<file path="src/rtl/smon_pkg.sv">
// Shared types and codes for the sample statistics percentile monitor.
package smon_pkg;

  localparam int unsigned SAMPLE_W = 32;
  localparam int unsigned TALLY_W  = 48;
  localparam int unsigned SUM_W    = 64;
  localparam int unsigned FRAC_W   = 16;
  localparam int unsigned IDX_W    = 4;
  localparam int unsigned CFG_IDX_W = 8;

  localparam logic [TALLY_W-1:0] TALLY_MAX = {TALLY_W{1'b1}};

  localparam logic MODE_RECORD = 1'b0;
  localparam logic MODE_QUERY  = 1'b1;

  localparam logic [1:0] ST_OK     = 2'd0;
  localparam logic [1:0] ST_UNUSED = 2'd1;
  localparam logic [1:0] ST_EMPTY  = 2'd2;

  localparam logic [CFG_IDX_W-1:0] CFG_BUDGET = 8'd0;
  localparam logic [CFG_IDX_W-1:0] CFG_IN_USE = 8'd1;

  typedef struct packed {
    logic [TALLY_W-1:0]  over;
    logic [SAMPLE_W-1:0] max_v;
    logic [SAMPLE_W-1:0] min_v;
    logic [SUM_W-1:0]    sq;
    logic [SUM_W-1:0]    sum;
    logic [TALLY_W-1:0]  count;
  } stats_t;

endpackage

</file>
<file path="src/rtl/smon_stats_mem.sv">
// Per-counter statistics table with write pointers and valid bits.
module smon_stats_mem #(
  parameter int COUNTERS = 16,
  parameter int PW = 10,
  parameter int CIW = 4
) (
  input  logic                   clk,
  input  logic                   rst,
  input  logic [CIW-1:0]         rd_addr,
  output smon_pkg::stats_t       rd_data,
  output logic [PW-1:0]          rd_ptr,
  input  logic                   wr_en,
  input  logic [CIW-1:0]         wr_addr,
  input  smon_pkg::stats_t       wr_data,
  input  logic [PW-1:0]          wr_ptr
);
  import smon_pkg::*;

  stats_t        mem [COUNTERS];
  logic [PW-1:0] ptr_mem [COUNTERS];
  logic [COUNTERS-1:0] valid;
  stats_t        rd_q;
  logic [PW-1:0] ptr_q;
  logic          vld_q;

  always_ff @(posedge clk) begin
    if (wr_en) begin
      mem[wr_addr] <= wr_data;
      ptr_mem[wr_addr] <= wr_ptr;
    end
    rd_q <= mem[rd_addr];
    ptr_q <= ptr_mem[rd_addr];
  end

  always_ff @(posedge clk) begin
    if (rst) begin
      valid <= '0;
      vld_q <= 1'b0;
    end else begin
      if (wr_en) valid[wr_addr] <= 1'b1;
      vld_q <= valid[rd_addr];
    end
  end

  // An entry never written reads as the all-zero reset value.
  assign rd_data = vld_q ? rd_q : '0;
  assign rd_ptr  = vld_q ? ptr_q : '0;

endmodule

</file>
<file path="config.mk">
export PLATFORM = sky130hd
export DESIGN_NAME = smon_stats_mem
export DESIGN_NICKNAME = d
export VERILOG_FILES = /design/src/rtl/smon_pkg.sv /design/src/rtl/smon_stats_mem.sv
export SDC_FILE = /design/constraint.sdc
export NUM_CORES = 2
export LEC_CHECK = 0
export BUFFER_PORTS_ARGS = -buffer_cell sky130_fd_sc_hd__buf_2
export CAP_MARGIN = 20
export CORE_ASPECT_RATIO = 0.7
export CORE_UTILIZATION = 55
export CTS_BUF_LIST = sky130_fd_sc_hd__clkbuf_8 sky130_fd_sc_hd__clkbuf_16
export CTS_CLUSTER_DIAMETER = 150
export DETAILED_ROUTE_END_ITERATION = 12
export GPL_TIMING_DRIVEN = 0
export PLACE_DENSITY_LB_ADDON = 0.05
export RECOVER_POWER = 100
export SYNTH_ARGS = -nofsm -noshare
export SYNTH_HDL_FRONTEND = slang
export SYNTH_MEMORY_MAX_BITS = 65536
export SYNTH_SLANG_ARGS = --single-unit
export TNS_END_PERCENT = 1
</file>
<file path="constraint.sdc">
create_clock -name clk -period 38.9 [get_ports clk]
set_clock_uncertainty 0.1 [all_clocks]
set_input_delay 3.89 -clock clk [delete_from_list [all_inputs] [get_ports clk]]
set_output_delay 3.89 -clock clk [all_outputs]
set_load 0.02 [all_outputs]
</file>
# ---- Word-level counts from Yosys, hierarchy flattened
# Memories as Yosys holds them, arrays and structs flattened. A register that Yosys moved wholly into a read port is not among the register bits.
# Index checks and enable logic that the tools add are counted.
dict set report word_totals {
  ramBits 4768
  inputBits 309
  register_bits 17
  out_inout_bits 298
  memories 2
}
# memory depth width rd rd_clocked_by_memory_dff write_ports line_no
set memory_table {}
lappend memory_table {mem 16 288 1 1 1 smon_stats_mem.sv:19} ;# stats_t mem [COUNTERS];
lappend memory_table {ptr_mem 16 10 1 1 1 smon_stats_mem.sv:20} ;# logic [PW-1:0] ptr_mem [COUNTERS];
dict set report classes {
  mux 8
  order_cmp 3
  reduce_logical 1
  n_bitwise 1
}
# operator n
set ops {}
lappend ops {{2-to-1 mux 288 bit} 1}
lappend ops {{OR 16 bit} 1}
lappend ops {{< comparator 4 x 5 -> 1 bit, second input constant} 2}
lappend ops {{2-to-1 mux 10 bit} 1}
lappend ops {{binary-select mux 1 bit (select 4 bit)} 1}
lappend ops {{demux 1 bit (select 4 bit)} 1}
lappend ops {{greater-or-equal comparator 4 x 1 -> 1 bit, second input constant} 1}
lappend ops {{2-to-1 mux 1 bit} 4}
lappend ops {{logical AND 1 bit} 1}

# ---- Longest topological paths before layout
dict set report depth {
  ltp_word 5
  depth_mapped 8
  depth_no_buf 4
}

# ---- Worst setup path before layout
# OpenSTA, ideal clock, no wires.
dict set report synth_path {
  path_type {input -> register}
  startpoint {input port wr_addr[0]}
  endpoint {memory mem[0][0] in the netlist's numbering (enable)}
  setup_ns 1.329
  path_stages 2
  t_arrival_ns 24.489
  slack_ns 12.982
  path_cell_list {or3b_2 -> nor3_1}
}
# item line_no
set synth_rtl {}
lappend synth_rtl {{start, declared} smon_stats_mem.sv:13} ;# input logic [CIW-1:0] wr_addr,
lappend synth_rtl {{end, declared} smon_stats_mem.sv:19}
# No word-level cell before the write port.

# ---- Worst setup path after layout
dict set report layout_path {
  startpoint {input port wr_addr[1]}
  endpoint {memory mem[5][62] in the netlist's numbering (enable)}
}
# No word-level cell before the write port.

==> metrics.md <==
| Metric | Value |
|---|---|
| Clock sinks | 5,083 |
| Multi-input logic area | 0.0346 sq mm |
| Core ar. | 0.336 sq mm |
| Vias in the first global route | 90.6k |
| Fillers | between 20k and 25k |
| Count leader, synth | edfxtp_1 |
| RSZ-0062 raised after global routing | no |
| Reg2reg path depth | 3 |
| Maxcap violations | roughly 160 |
| LEAKAGE | 67.6 nW |
| Synth warn | 0 |
| Initial antenna violation count | between 100 and 150 |
| Clk buf depth | 4 |
| Cell mode on critical path | clkbuf_1 |
| Avg Synthesized Cell Area | 23.4 sq um |
| Reg-to-reg startpoint | mem[13][72]$_DFFE_PP_ |
| Post-Route WL | 502,000 um |
| Status | complete, but fails checks |
| Initial Util | 55.3% |
| FF-to-FF End | rd_q[72]$_DFF_P_ |
| Final hold vios | 0 |
| Mapped cell area | around 0.19 sq mm |
| Leading area contributor after synthesis | edfxtp_1 |
| HPWL after DPL | 326,000 um |
| Pin count of the biggest net entering global routing | 24 |
| Via Count | between 90k and 100k |
| Placed cell areas | 0.202 sq mm |
| CTS root buffer | clkbuf_16 |
| Area of the die | 0.341 sq mm |
| Grt total ovfl | 0 |
| Setup violators final | 0 |
| TritonCTS clock tree | done |
| Worst skew pair latency | ~950 ps |
| Setup repair bufs after CTS | 0 |
| Synth async-reset ratio | 0% |
| # IOs | 607 |
| # rows | ~180 |
| Die Width | 697 um |
| Crit path largest cell delay | approximately 1800 ps |
| Share of the yosys chip area belonging to registers | 80.4% |
| Post-route DRC | 0 |
| Min-Delay Endpoint | valid[10]$_SDFFE_PP0P_ |
| Most instantiated cells after synthesis | edfxtp_1 (4,768), mux4_2 (1,194), a22oi_1 (376), dfxtp_1 (315), and2_1 (300) |
| Hold-fix buffers, CTS | 0 |
| Layout area overhead | 13.8% |
| Post-cts repair resize count | 0 |
| EDFF count, synth | 4,768 |
| Worst rel slew slack | -61.4% |
| Routed Antenna Nets | 0 |
| Total GRT Usage | roughly 29% |
| Finished Cell Area | 0.212 sq mm |
| Power per Cell Area | 54.0 mW/mm^2 |
| Placer Congestion | between 0.7 and 0.8 |
| Critical Path, Cell by Cell | clkbuf_1, nand3b_1, nor2_1, clkbuf_1, clkbuf_1, clkbuf_1, clkbuf_1, clkbuf_1, clkbuf_1, clkbuf_1 |
| Slew Viols, Final | 3,071 |
| Peak supply drop | 0.0000402 V |
| Yosys top cell area share | 77.0% |
| Crit path launch type | input pin |
| Setup CP Type | input pin to flop |
| FF+latch area | around 0.15 sq mm |
| Library cells used by synthesis | 27 |
| Final Cycle Share | 36.8% |
| Synth Flop Type | edfxtp_1 |
| Initial drt markers | 11.7k |
| Layout cells sized above 1 | 23.5% |
| CP Data Required Time | 39,320 ps |
| Hold Crit Class | flop to flop |
| Via density | 6.38 |
| Synthesis-stage register bit count | approximately 5k |
| CP Data Arrival Time | 14,740 ps |
| Die Height | 489 um |
| Final #Nets | around 9.7k |
| Cts bufs inserted | 466 |
| Hold path depth | 2 |
| Beginning of the worst hold path | valid[10]$_SDFFE_PP0P_ |
| Total power draw | between 10 and 15 mW |
| Post-Syn Instances | a little under 8k |
| Flop2flop setup slack | 37,200 ps |
| Clock-pin slew on the worst setup and hold paths | 60 ps |
| First-pass GRT wire length | 698,000 um |
| Max Fclk | 69.8 MHz |
| Setup TNS | 0 ps |
| CP max stage cell | nor2_1 |
| Worst-margin pin slew | between 2000 and 2500 ps |
| Port buffer count | 602 |
| Ranking of synthesized cells by area | edfxtp_1 (77%), mux4_2 (14%), dfxtp_1 (3.4%) |
| Worst Setup End Kind | flop |
| Pre-Repair DR Iteration Count | 6 |
| Syn_nets | ~8.3k |
| Critical path peak fanout | 22 |
| DR WL/cell | 34.9 um |
| H-tree levels | 5 |
| Failing checks | max-capacitance violations, max-slew violations |
| Min Tclk post-route | around 14,000 ps |
-- metal layers --
layer | GRT usage (%) | share of wire, % | routed length [um] | vias up
met5 | 0 | 0.092 | 463 | -
met4 | 7.95 | 2.8 | 14200 | 72
met3 | 5.76 | 9.7 | 48500 | 809
met2 | 45.3 | 47 | 236000 | 4647
met1 | 43.9 | 41 | 204000 | 49500
li1 | - | - | - | 36700
-- kinds of logic (layout without fill, tap and decap cells) --
family	Yosys count	after routing	synth area share, %
mux	1198	1198	14.5
other cells	0	59	0
flops	5083	5083	80.4
compound gates	600	600	2.41
buf+inv	434	2305	1.05
simple gates	631	631	1.70
-- layout by cell type (no fill, tap or decap), types with 64 or more instances in the layout --
cell / count
and2_1: 92
nand2_1: 193
clkbuf_16: 474
inv_1: 98
clkinv_1: 66
bufinv_16: 64
o22ai_1: 140
mux4_2: 1194
and2_0: 208
nor2_1: 117
dfxtp_1: 315
buf_2: 358
edfxtp_1: 4768
a22oi_1: 376
clkinv_2: 82
clkbuf_1: 997
-- power by group --
part | internal [mW] | switching, mW | total, mW
clock network | 2.71 | 1.99 | 4.70
registers | 6.12 | 0.0341 | 6.16
logic | 0.203 | 0.375 | 0.578
-- layout make-up --
class	instances	share of cell area, %
inverters	1	0.00177
diodes	59	0.0697
clock buffers	516	5.88
well taps	4500	2.66
plain buffers	433	0.918
clock inverters	348	1.56
multi-input cells	2429	16.3
flip-flops and latches	5083	70.6
repair buffers	1007	1.97
-- state kept, by name, indices dropped and copies added, names as in the netlist --
register,cells
mem,4608
ptr_mem,160
ptr_q,10
rd_q,288
valid,16
vld_q,1
-- worst max-delay path: cells and delay by family --
family | cells | cell delay, ps
simple gates | 2 | 2090
buf+inv | 8 | 8650
-- worst max-delay path by stage --
stage,cells after the start,start,to
floorplan,2,wr_addr[0],mem[0][0]$_DFFE_PP_
finish,10,wr_addr[1],mem[5][62]$_DFFE_PP_
detailed placement,14,wr_addr[0],mem[0][84]$_DFFE_PP_
global route,10,wr_addr[1],mem[5][69]$_DFFE_PP_
CTS,5,vld_q$_SDFF_PP0_,rd_data[272]
global placement,3,wr_addr[0],mem[0][104]$_DFFE_PP_
-- through the flow --
step / util (%) / worst slack, ps / std cells / hold slack (ps)
2_1_floorplan: - / 12980 / 7946 / 335
3_3_place_gp: 57.9 / -16040 / 13000 / 346
3_5_place_dp: 59.9 / 30950 / 13500 / 361
4_1_cts: 64.6 / 30960 / 14300 / 376
5_1_grt: 62.9 / 24460 / 14300 / 405
6_report: 63.0 / 24580 / 14400 / 370
No activity file was read; power rests on OpenSTA's default activity.
