`config.mk`:
```
export PLATFORM = sky130hd
export DESIGN_NAME = smon_select
export DESIGN_NICKNAME = d
export VERILOG_FILES = /design/src/rtl/smon_pkg.sv /design/src/rtl/smon_select.sv
export SDC_FILE = /design/constraint.sdc
export NUM_CORES = 1
export LEC_CHECK = 0
export BUFFER_PORTS_ARGS = -buffer_cell sky130_fd_sc_hd__buf_2
export CORE_ASPECT_RATIO = 2
export CORE_MARGIN = 2
export CORE_UTILIZATION = 30
export CTS_BUF_LIST = sky130_fd_sc_hd__clkbuf_16
export CTS_CLUSTER_SIZE = 24
export DETAILED_ROUTE_END_ITERATION = 6
export PLACE_DENSITY = 0.61
export SYNTH_ARGS = -nofsm -noshare
export SYNTH_HDL_FRONTEND = slang
export SYNTH_SLANG_ARGS = --single-unit
```
`constraint.sdc`:
```
create_clock -name clk -period 11.2 [get_ports clk]
set_input_delay 0.56 -clock clk [delete_from_list [all_inputs] [get_ports clk]]
set_output_delay 0.56 -clock clk [all_outputs]
set_load 0.02 [all_outputs]
```
`src/rtl/smon_pkg.sv`:
```
// Shared types and codes for the sample statistics percentile monitor.
package smon_pkg;

  localparam int unsigned SAMPLE_W = 32;
  localparam int unsigned TALLY_W  = 48;
  localparam int unsigned SUM_W    = 64;
  localparam int unsigned FRAC_W   = 16;
  localparam int unsigned IDX_W    = 4;
  localparam int unsigned CFG_IDX_W = 8;

  localparam logic [TALLY_W-1:0] TALLY_MAX = {TALLY_W{1'b1}};

  localparam logic MODE_RECORD = 1'b0;
  localparam logic MODE_QUERY  = 1'b1;

  localparam logic [1:0] ST_OK     = 2'd0;
  localparam logic [1:0] ST_UNUSED = 2'd1;
  localparam logic [1:0] ST_EMPTY  = 2'd2;

  localparam logic [CFG_IDX_W-1:0] CFG_BUDGET = 8'd0;
  localparam logic [CFG_IDX_W-1:0] CFG_IN_USE = 8'd1;

  typedef struct packed {
    logic [TALLY_W-1:0]  over;
    logic [SAMPLE_W-1:0] max_v;
    logic [SAMPLE_W-1:0] min_v;
    logic [SUM_W-1:0]    sq;
    logic [SUM_W-1:0]    sum;
    logic [TALLY_W-1:0]  count;
  } stats_t;

endpackage

```
`src/rtl/smon_select.sv`:
```
// Radix selection engine: finds the sample of a given rank, one bit per ring pass.
module smon_select #(
  parameter int RAW = 14,
  parameter int NW = 11
) (
  input  logic                          clk,
  input  logic                          rst,
  input  logic                          start,
  input  logic [RAW-1:0]                base,
  input  logic [NW-1:0]                 n,
  input  logic [NW-1:0]                 rank,
  output logic [RAW-1:0]                rd_addr,
  input  logic [smon_pkg::SAMPLE_W-1:0] rd_data,
  output logic                          done,
  output logic [smon_pkg::SAMPLE_W-1:0] value
);
  import smon_pkg::*;

  localparam logic [1:0] E_IDLE   = 2'd0;
  localparam logic [1:0] E_SCAN   = 2'd1;
  localparam logic [1:0] E_DRAIN  = 2'd2;
  localparam logic [1:0] E_DECIDE = 2'd3;

  logic [1:0]          state;
  logic [NW-1:0]       pos;
  logic [NW-1:0]       cnt;
  logic [NW-1:0]       k;
  logic [4:0]          bit_n;
  logic [SAMPLE_W-1:0] prefix;
  logic                rd_pend;
  logic [SAMPLE_W-1:0] hi_mask;
  logic                match;

  assign rd_addr = base + RAW'(pos);
  assign value   = prefix;

  // A sample counts when it agrees with the prefix above the current bit and
  // has a zero in that bit.
  assign hi_mask = ({SAMPLE_W{1'b1}} << bit_n) << 1;
  assign match   = (((rd_data ^ prefix) & hi_mask) == '0) && !rd_data[bit_n];

  always_ff @(posedge clk) begin
    if (rst) begin
      state   <= E_IDLE;
      done    <= 1'b0;
      rd_pend <= 1'b0;
    end else begin
      done    <= 1'b0;
      rd_pend <= (state == E_SCAN);
      unique case (state)
        E_IDLE: begin
          if (start) state <= E_SCAN;
        end
        E_SCAN: begin
          if (pos == n - NW'(1)) state <= E_DRAIN;
        end
        E_DRAIN: state <= E_DECIDE;
        E_DECIDE: begin
          if (bit_n == 5'd0) begin
            state <= E_IDLE;
            done  <= 1'b1;
          end else begin
            state <= E_SCAN;
          end
        end
        default: state <= E_IDLE;
      endcase
    end
  end

  always_ff @(posedge clk) begin
    case (state)
      E_IDLE: begin
        prefix <= '0;
        k      <= rank;
        bit_n  <= 5'd31;
        cnt    <= '0;
        pos    <= '0;
      end
      E_SCAN: begin
        pos <= pos + NW'(1);
        if (rd_pend && match) cnt <= cnt + NW'(1);
      end
      E_DRAIN: begin
        if (rd_pend && match) cnt <= cnt + NW'(1);
      end
      default: begin
        if (k >= cnt) begin
          prefix[bit_n] <= 1'b1;
          k <= k - cnt;
        end
        cnt <= '0;
        pos <= '0;
        if (bit_n != 5'd0) bit_n <= bit_n - 5'd1;
      end
    endcase
  end

endmodule
```
; ---- Yosys cells after proc, flatten, opt, wreduce, memory -nomap -nowiden
; Cells that the tools add are included.
[op_classes]
reduce_logical = 15
n_mul = 0
div_mod_pow = 0
n_bitwise = 5
n_shift = 1
n_eq_ne = 6
add_sub_neg = 6
order_cmp = 3
mux = 16
[op_table]
columns = cell, n
row1 = $pmux 32 s2, 1
row2 = $pmux 11 s2, 2
row3 = $and 32x32->32, 1
row4 = $logic_not 32->1, 1
row5 = $mux 32, 1
row6 = $or 32x32->32, 1
row7 = $shl 32x5->31 const A, 1
row8 = $xor 32x32->32, 1
row9 = $add 11x1->11 const B, 2
row10 = $add 14x11->14, 1
row11 = $eq 11x11->1, 1
row12 = $ge 11x11->1, 1
row13 = $mux 11, 1
row14 = $sub 11x1->11 const B, 1
row15 = $sub 11x11->11, 1
row16 = $pmux 5 s2, 1
row17 = $pmux 2 s4, 1
row18 = $lt 5x6->1 const B, 1
row19 = $reduce_and 2->1, 3
row20 = $bmux 1 s5, 1
row21 = $demux 1 s5, 1
row22 = $ge 5x1->1 const B, 1
row23 = $logic_not 5->1, 1
row24 = $mux 5, 1
row25 = 14 further kinds, 24
[word_totals]
ram_bits = 0
latch_bits = 0
wordCells = 60
mem_count = 0
register_bits = 74
rom_bits = 0

; ---- Longest topological paths before layout
[depth]
ltp_word = 7
mapped_depth = 15
ltp_nobuf = 11

; ---- Least setup slack after synthesis
; OpenSTA, ideal clock, no wires.
[synth_timing]
path_kind = flip-flop to flip-flop
startpoint = reg cnt[1]
endpoint = reg k[0] (enable)
path_stages_with_launch = 10
arrival_ns = 3.755
setup_ns = 0.459
setup_slack_ns = 6.986
path_cell_list = dfxtp_1 -> inv_1 -> ha_1 -> nor2b_1 -> o21ai_0 -> a21oi_1 -> o31ai_1 -> a21boi_0 -> o41ai_1 -> o22ai_1
[synth_via]
elab_chain_cells = 3
[synth_rtl]
columns = item, line
row1 = from (decl), smon_select.sv:26  ; logic [NW-1:0] cnt;
row2 = from (signal assigned), smon_select.sv:82  ; if (rd_pend && match) cnt <= cnt + NW'(1);
row3 = from (signal assigned), smon_select.sv:85  ; if (rd_pend && match) cnt <= cnt + NW'(1);
row4 = $ge 11x11->1, smon_select.sv:88  ; if (k >= cnt) begin
row5 = $reduce_bool 2->1 (no source line), n/a
row6 = $reduce_and 2->1 (no source line), n/a
row7 = to (signal assigned), smon_select.sv:75  ; k <= rank;
row8 = to (signal assigned), smon_select.sv:90  ; k <= k - cnt;
row9 = to (decl), smon_select.sv:27  ; logic [NW-1:0] k;
; Every way passes these cells.
; A chain may end at the register's enable or synchronous reset.

; ---- Final worst setup path
[layout_timing]
startpoint = reg bit_n[0]
endpoint = reg cnt[4]
[layout_via]
elab_chain_cells = 5
word_cells_on_any_way = 8
cone_classes = shift: 1 / mux: 2 / bitwise: 1 / reduce/logical: 4
[layout_rtl]
columns = item, line
row1 = from (decl), smon_select.sv:28  ; logic [4:0] bit_n;
row2 = from (signal assigned), smon_select.sv:94  ; if (bit_n != 5'd0) bit_n <= bit_n - 5'd1;
row3 = $shl 32x5->31 or $bmux 1 s5 (tied branches), "smon_select.sv:39, smon_select.sv:40"
row4 = $and 32x32->32 or $mux 1 (tied branches), smon_select.sv:40  ; assign match = (((rd_data ^ prefix) & hi_mask) == '0) && !rd_data[bit_n];
row5 = $logic_not 32->1 or $logic_not 1->1 (tied branches), smon_select.sv:40
row6 = $logic_and 1x1->1 *, smon_select.sv:40
row7 = $logic_and 1x1->1 *, "smon_select.sv:82, smon_select.sv:85"
; Mark *: on every way between the ends. The rest lies on a longest branch, timed or not. The select of a mux whose other input is x is not followed.

==> summary.txt <==
Finish
  – Nets@finish: 849
  – Growth of design area from synthesis to finish: 18.8%
  – Util after Layout: 0.362
  – Layout cells sized above 1: 0.203
  – Diode count: 0

Power and ir drop
  – Cell Pwr Density: 281 nW/um2
  – Worst vdd ir: between 0.15 and 0.2 mV
  – Leakage Power: 2.79 nW

Timing
  – Worst hold margin: 0.451 ns
  – Achievable Freq: 247 MHz
  – Worst Max-Slew Pin Slew: 1.03 ns
  – Pins Over Slew Limit: 0
  – Final hold violation count: 0
  – Final Skew: 0.0100 ns
  – Unrepaired setup endpoints after global routing: false
  – Post-Route Setup TNS: 0 ns
  – Min Tclk post-route: roughly 4.1 ns
  – Worst rel slew slack: 0.312
  – Setup violators final: 0
  – Period utilization: 0.362

Synthesis
  – Ys flop type: edfxtp_1
  – Synth unique cells: 66
  – Most area-hungry cell type in the Yosys netlist: edfxtp_1
  – Avg Synthesized Cell Area: 8.96 um2
  – Number of synthesized flops with an enable pin: 59
  – Post-Synth XOR/XNOR Area: 0.101
  – Syn nets: 750
  – Mux contribution to synthesized area: 0.0383
  – Top cells by area, synth: edfxtp_1 (31%), ha_1 (7.8%), xor2_1 (5.3%), dfxtp_1 (5.2%), nor2_1 (5.0%)
  – Share of the synthesized area in the top cell type: 0.308
  – Post-Syn Area: 5740 um2
  – Most common cell in the netlist: nor2_1
  – Yosys warns: 0
  – Synth Register Bits: 74
  – Post-synth top cells: nor2_1 (76), edfxtp_1 (59), a21oi_1 (51)
  – Share of flip-flops with an asynchronous set or reset: 0
  – Synthesized instance count: 641
  – Post-Synth Simple-Gate Area: 0.180
  – Combinational family with the most area after synthesis: simple AND/OR/NAND/NOR gates
  – Adder-Cell Fraction of Synth Area: 0.0854
  – Proportion of synthesized chip area in sequential cells: 0.361
  – Compound-gate portion of the synthesized area: 0.180

Clocking
  – Clk root buf: clkbuf_16
  – Clock sink total: 74
  – Clock Latency Late Sink: 0.35 ns
  – CTS tree: built
  – Post CTS Setup Buffer Count: 0
  – TritonCTS buffer count: 9
  – Hold buffer count at cts: 0
  – Clock-pin slew on the worst setup and hold paths: 0.06 ns
  – CTS Buffer Depth: 2
  – CTS H-tree lvls: 3
  – Post-CTS Resized: 0

Drt
  – DR DRC count: 0
  – Final WL: 16900 um
  – Avg Vias per Cell: 5.12
  – Vias: between 5000 and 6000
  – Starting DRC count in detailed routing: 224
  – DR pass1 iterations: 4
  – Antenna-violating nets left: 0
  – DR WL/cell: roughly 17 um

Outcome
  – Status: finished clean

Die
  – Core area: 18800 um2
  – Row Count: 71
  – Initial Util: 0.305
  – Boundary Pins: between 100 and 150
  – Die width: ~100 um
  – Die Height: 200 um
  – Die ar.: 20300 um2

Worst setup path
  – WP data arrival: 4.33 ns
  – Critical Path Start Type: flop
  – Crit path capture type: flop
  – Worst Path Max Fanout: 18
  – CP Data Required Time: 11.47 ns
  – Setup Crit Path Kind: flop to flop

GRT
  – Largest net degree at the start of global routing: 67
  – Total grt overflow: 0
  – First-pass GRT wire length: 26400 um
  – Antenna violations before repair: 0
  – Global-route total usage across every layer: 0.167
  – Vias in the first global route: 5221

Placed design
  – Port bufs: approximately 120
  – Post-DP HPWL: around 13000 um
  – Final Wtd Congestion: 0.936

Min path
  – HP Class: primary input to flop

Job
  – Maxcap violations: 0
[power by group]
part           internal (mW)  leakage (nW)  switching [mW]
Combinational          0.376          1.91           0.643
Sequential             0.483         0.746           0.136
Clock                  0.154         0.135           0.128
Total                   1.01          2.79           0.907
[layout make-up]
cell class	count	area [um2]
clock buffer	9	225
clock inverter	7	61.3
fill	2025	12000
inverter	43	161
multi-input combinational	491	3370
sequential	74	2070
tap	255	319
timing repair buffer	121	616
[cells in the final DEF (no fill, tap or decap), drive strengths merged, types with 7 or more instances in the layout]
| cell type | instances |
|---|---|
| nand3 | 23 |
| xnor2 | 31 |
| xor2 | 35 |
| nor3 | 14 |
| clkbuf | 9 |
| edfxtp | 59 |
| nand2 | 37 |
| nor2 | 76 |
| a31oi | 19 |
| mux2i | 7 |
| a21oi | 51 |
| nand4 | 8 |
| o21ai | 23 |
| o31ai | 9 |
| nand2b | 8 |
| dfxtp | 15 |
| and3 | 8 |
| buf | 121 |
| o211ai | 7 |
| inv | 47 |
| ha | 36 |
| or4 | 7 |
[cell families (layout without fill, tap and decap cells)]
group,count (synthesis),after routing
AOI/OAI and AO/OA,159,159
adders and majority gates,38,38
buffers and inverters,76,180
xor gates and xnor gates,66,66
DFF,74,74
and+or+nand+nor,213,213
muxes,15,15
[flip-flops by register name, summed over array words and instances (netlist names)]
register,count
value,32
cnt,11
k,11
pos,11
bit_n,5
state,2
done,1
rd_pend,1
[per-stage QoR]
| step | setup slack [ns] | cells | total power, mW | area [um2] |
|---|---|---|---|---|
| floorplan | 6.99 | 641 | 1.33 | 5740 |
| global placement | 7.31 | 984 | 1.64 | 6540 |
| detailed placement | 7.18 | 984 | 1.65 | 6540 |
| CTS | 7.18 | 1000 | 1.94 | 6830 |
| global route | 6.89 | 1000 | 2.07 | 6830 |
| finish | 7.14 | 1000 | 1.92 | 6830 |
[routing by layer]
| layer | global-route usage | vias up | wire, um |
|---|---|---|---|
| met2 | 0.325 | 119 | 9490 |
| met5 | 0 | - | 0 |
| met1 | 0.168 | 2425 | 6220 |
| met3 | 0.0231 | 35 | 571 |
| met4 | 0.0815 | 0 | 648 |
| li1 | - | 2538 | - |
[path summary, 6_finish.rpt]
kind,slack (ns),endpoint,depth (start not counted),start
max,7.14,cnt[4]$_SDFFE_PP0P_,10,bit_n[0]$_SDFFCE_PP1P_
min,0.45,rd_pend$_SDFF_PP0_,2,rst
max reg2reg,7.14,cnt[4]$_SDFFE_PP0P_,10,bit_n[0]$_SDFFCE_PP1P_
min reg2reg,0.47,cnt[9]$_SDFFE_PP0P_,2,cnt[9]$_SDFFE_PP0P_
[worst max-delay path: stages, from the launching register on]
cell       delay [ns]
edfxtp_1         0.94
inv_1            0.21
ha_1             0.38
inv_1            0.12
ha_1             0.23
nor2_1           0.06
or4_1            0.50
o32ai_2          0.29
o2111ai_2        0.47
or4_1            0.63
a21oi_1          0.15
No activity file was read; power rests on OpenSTA's default activity.
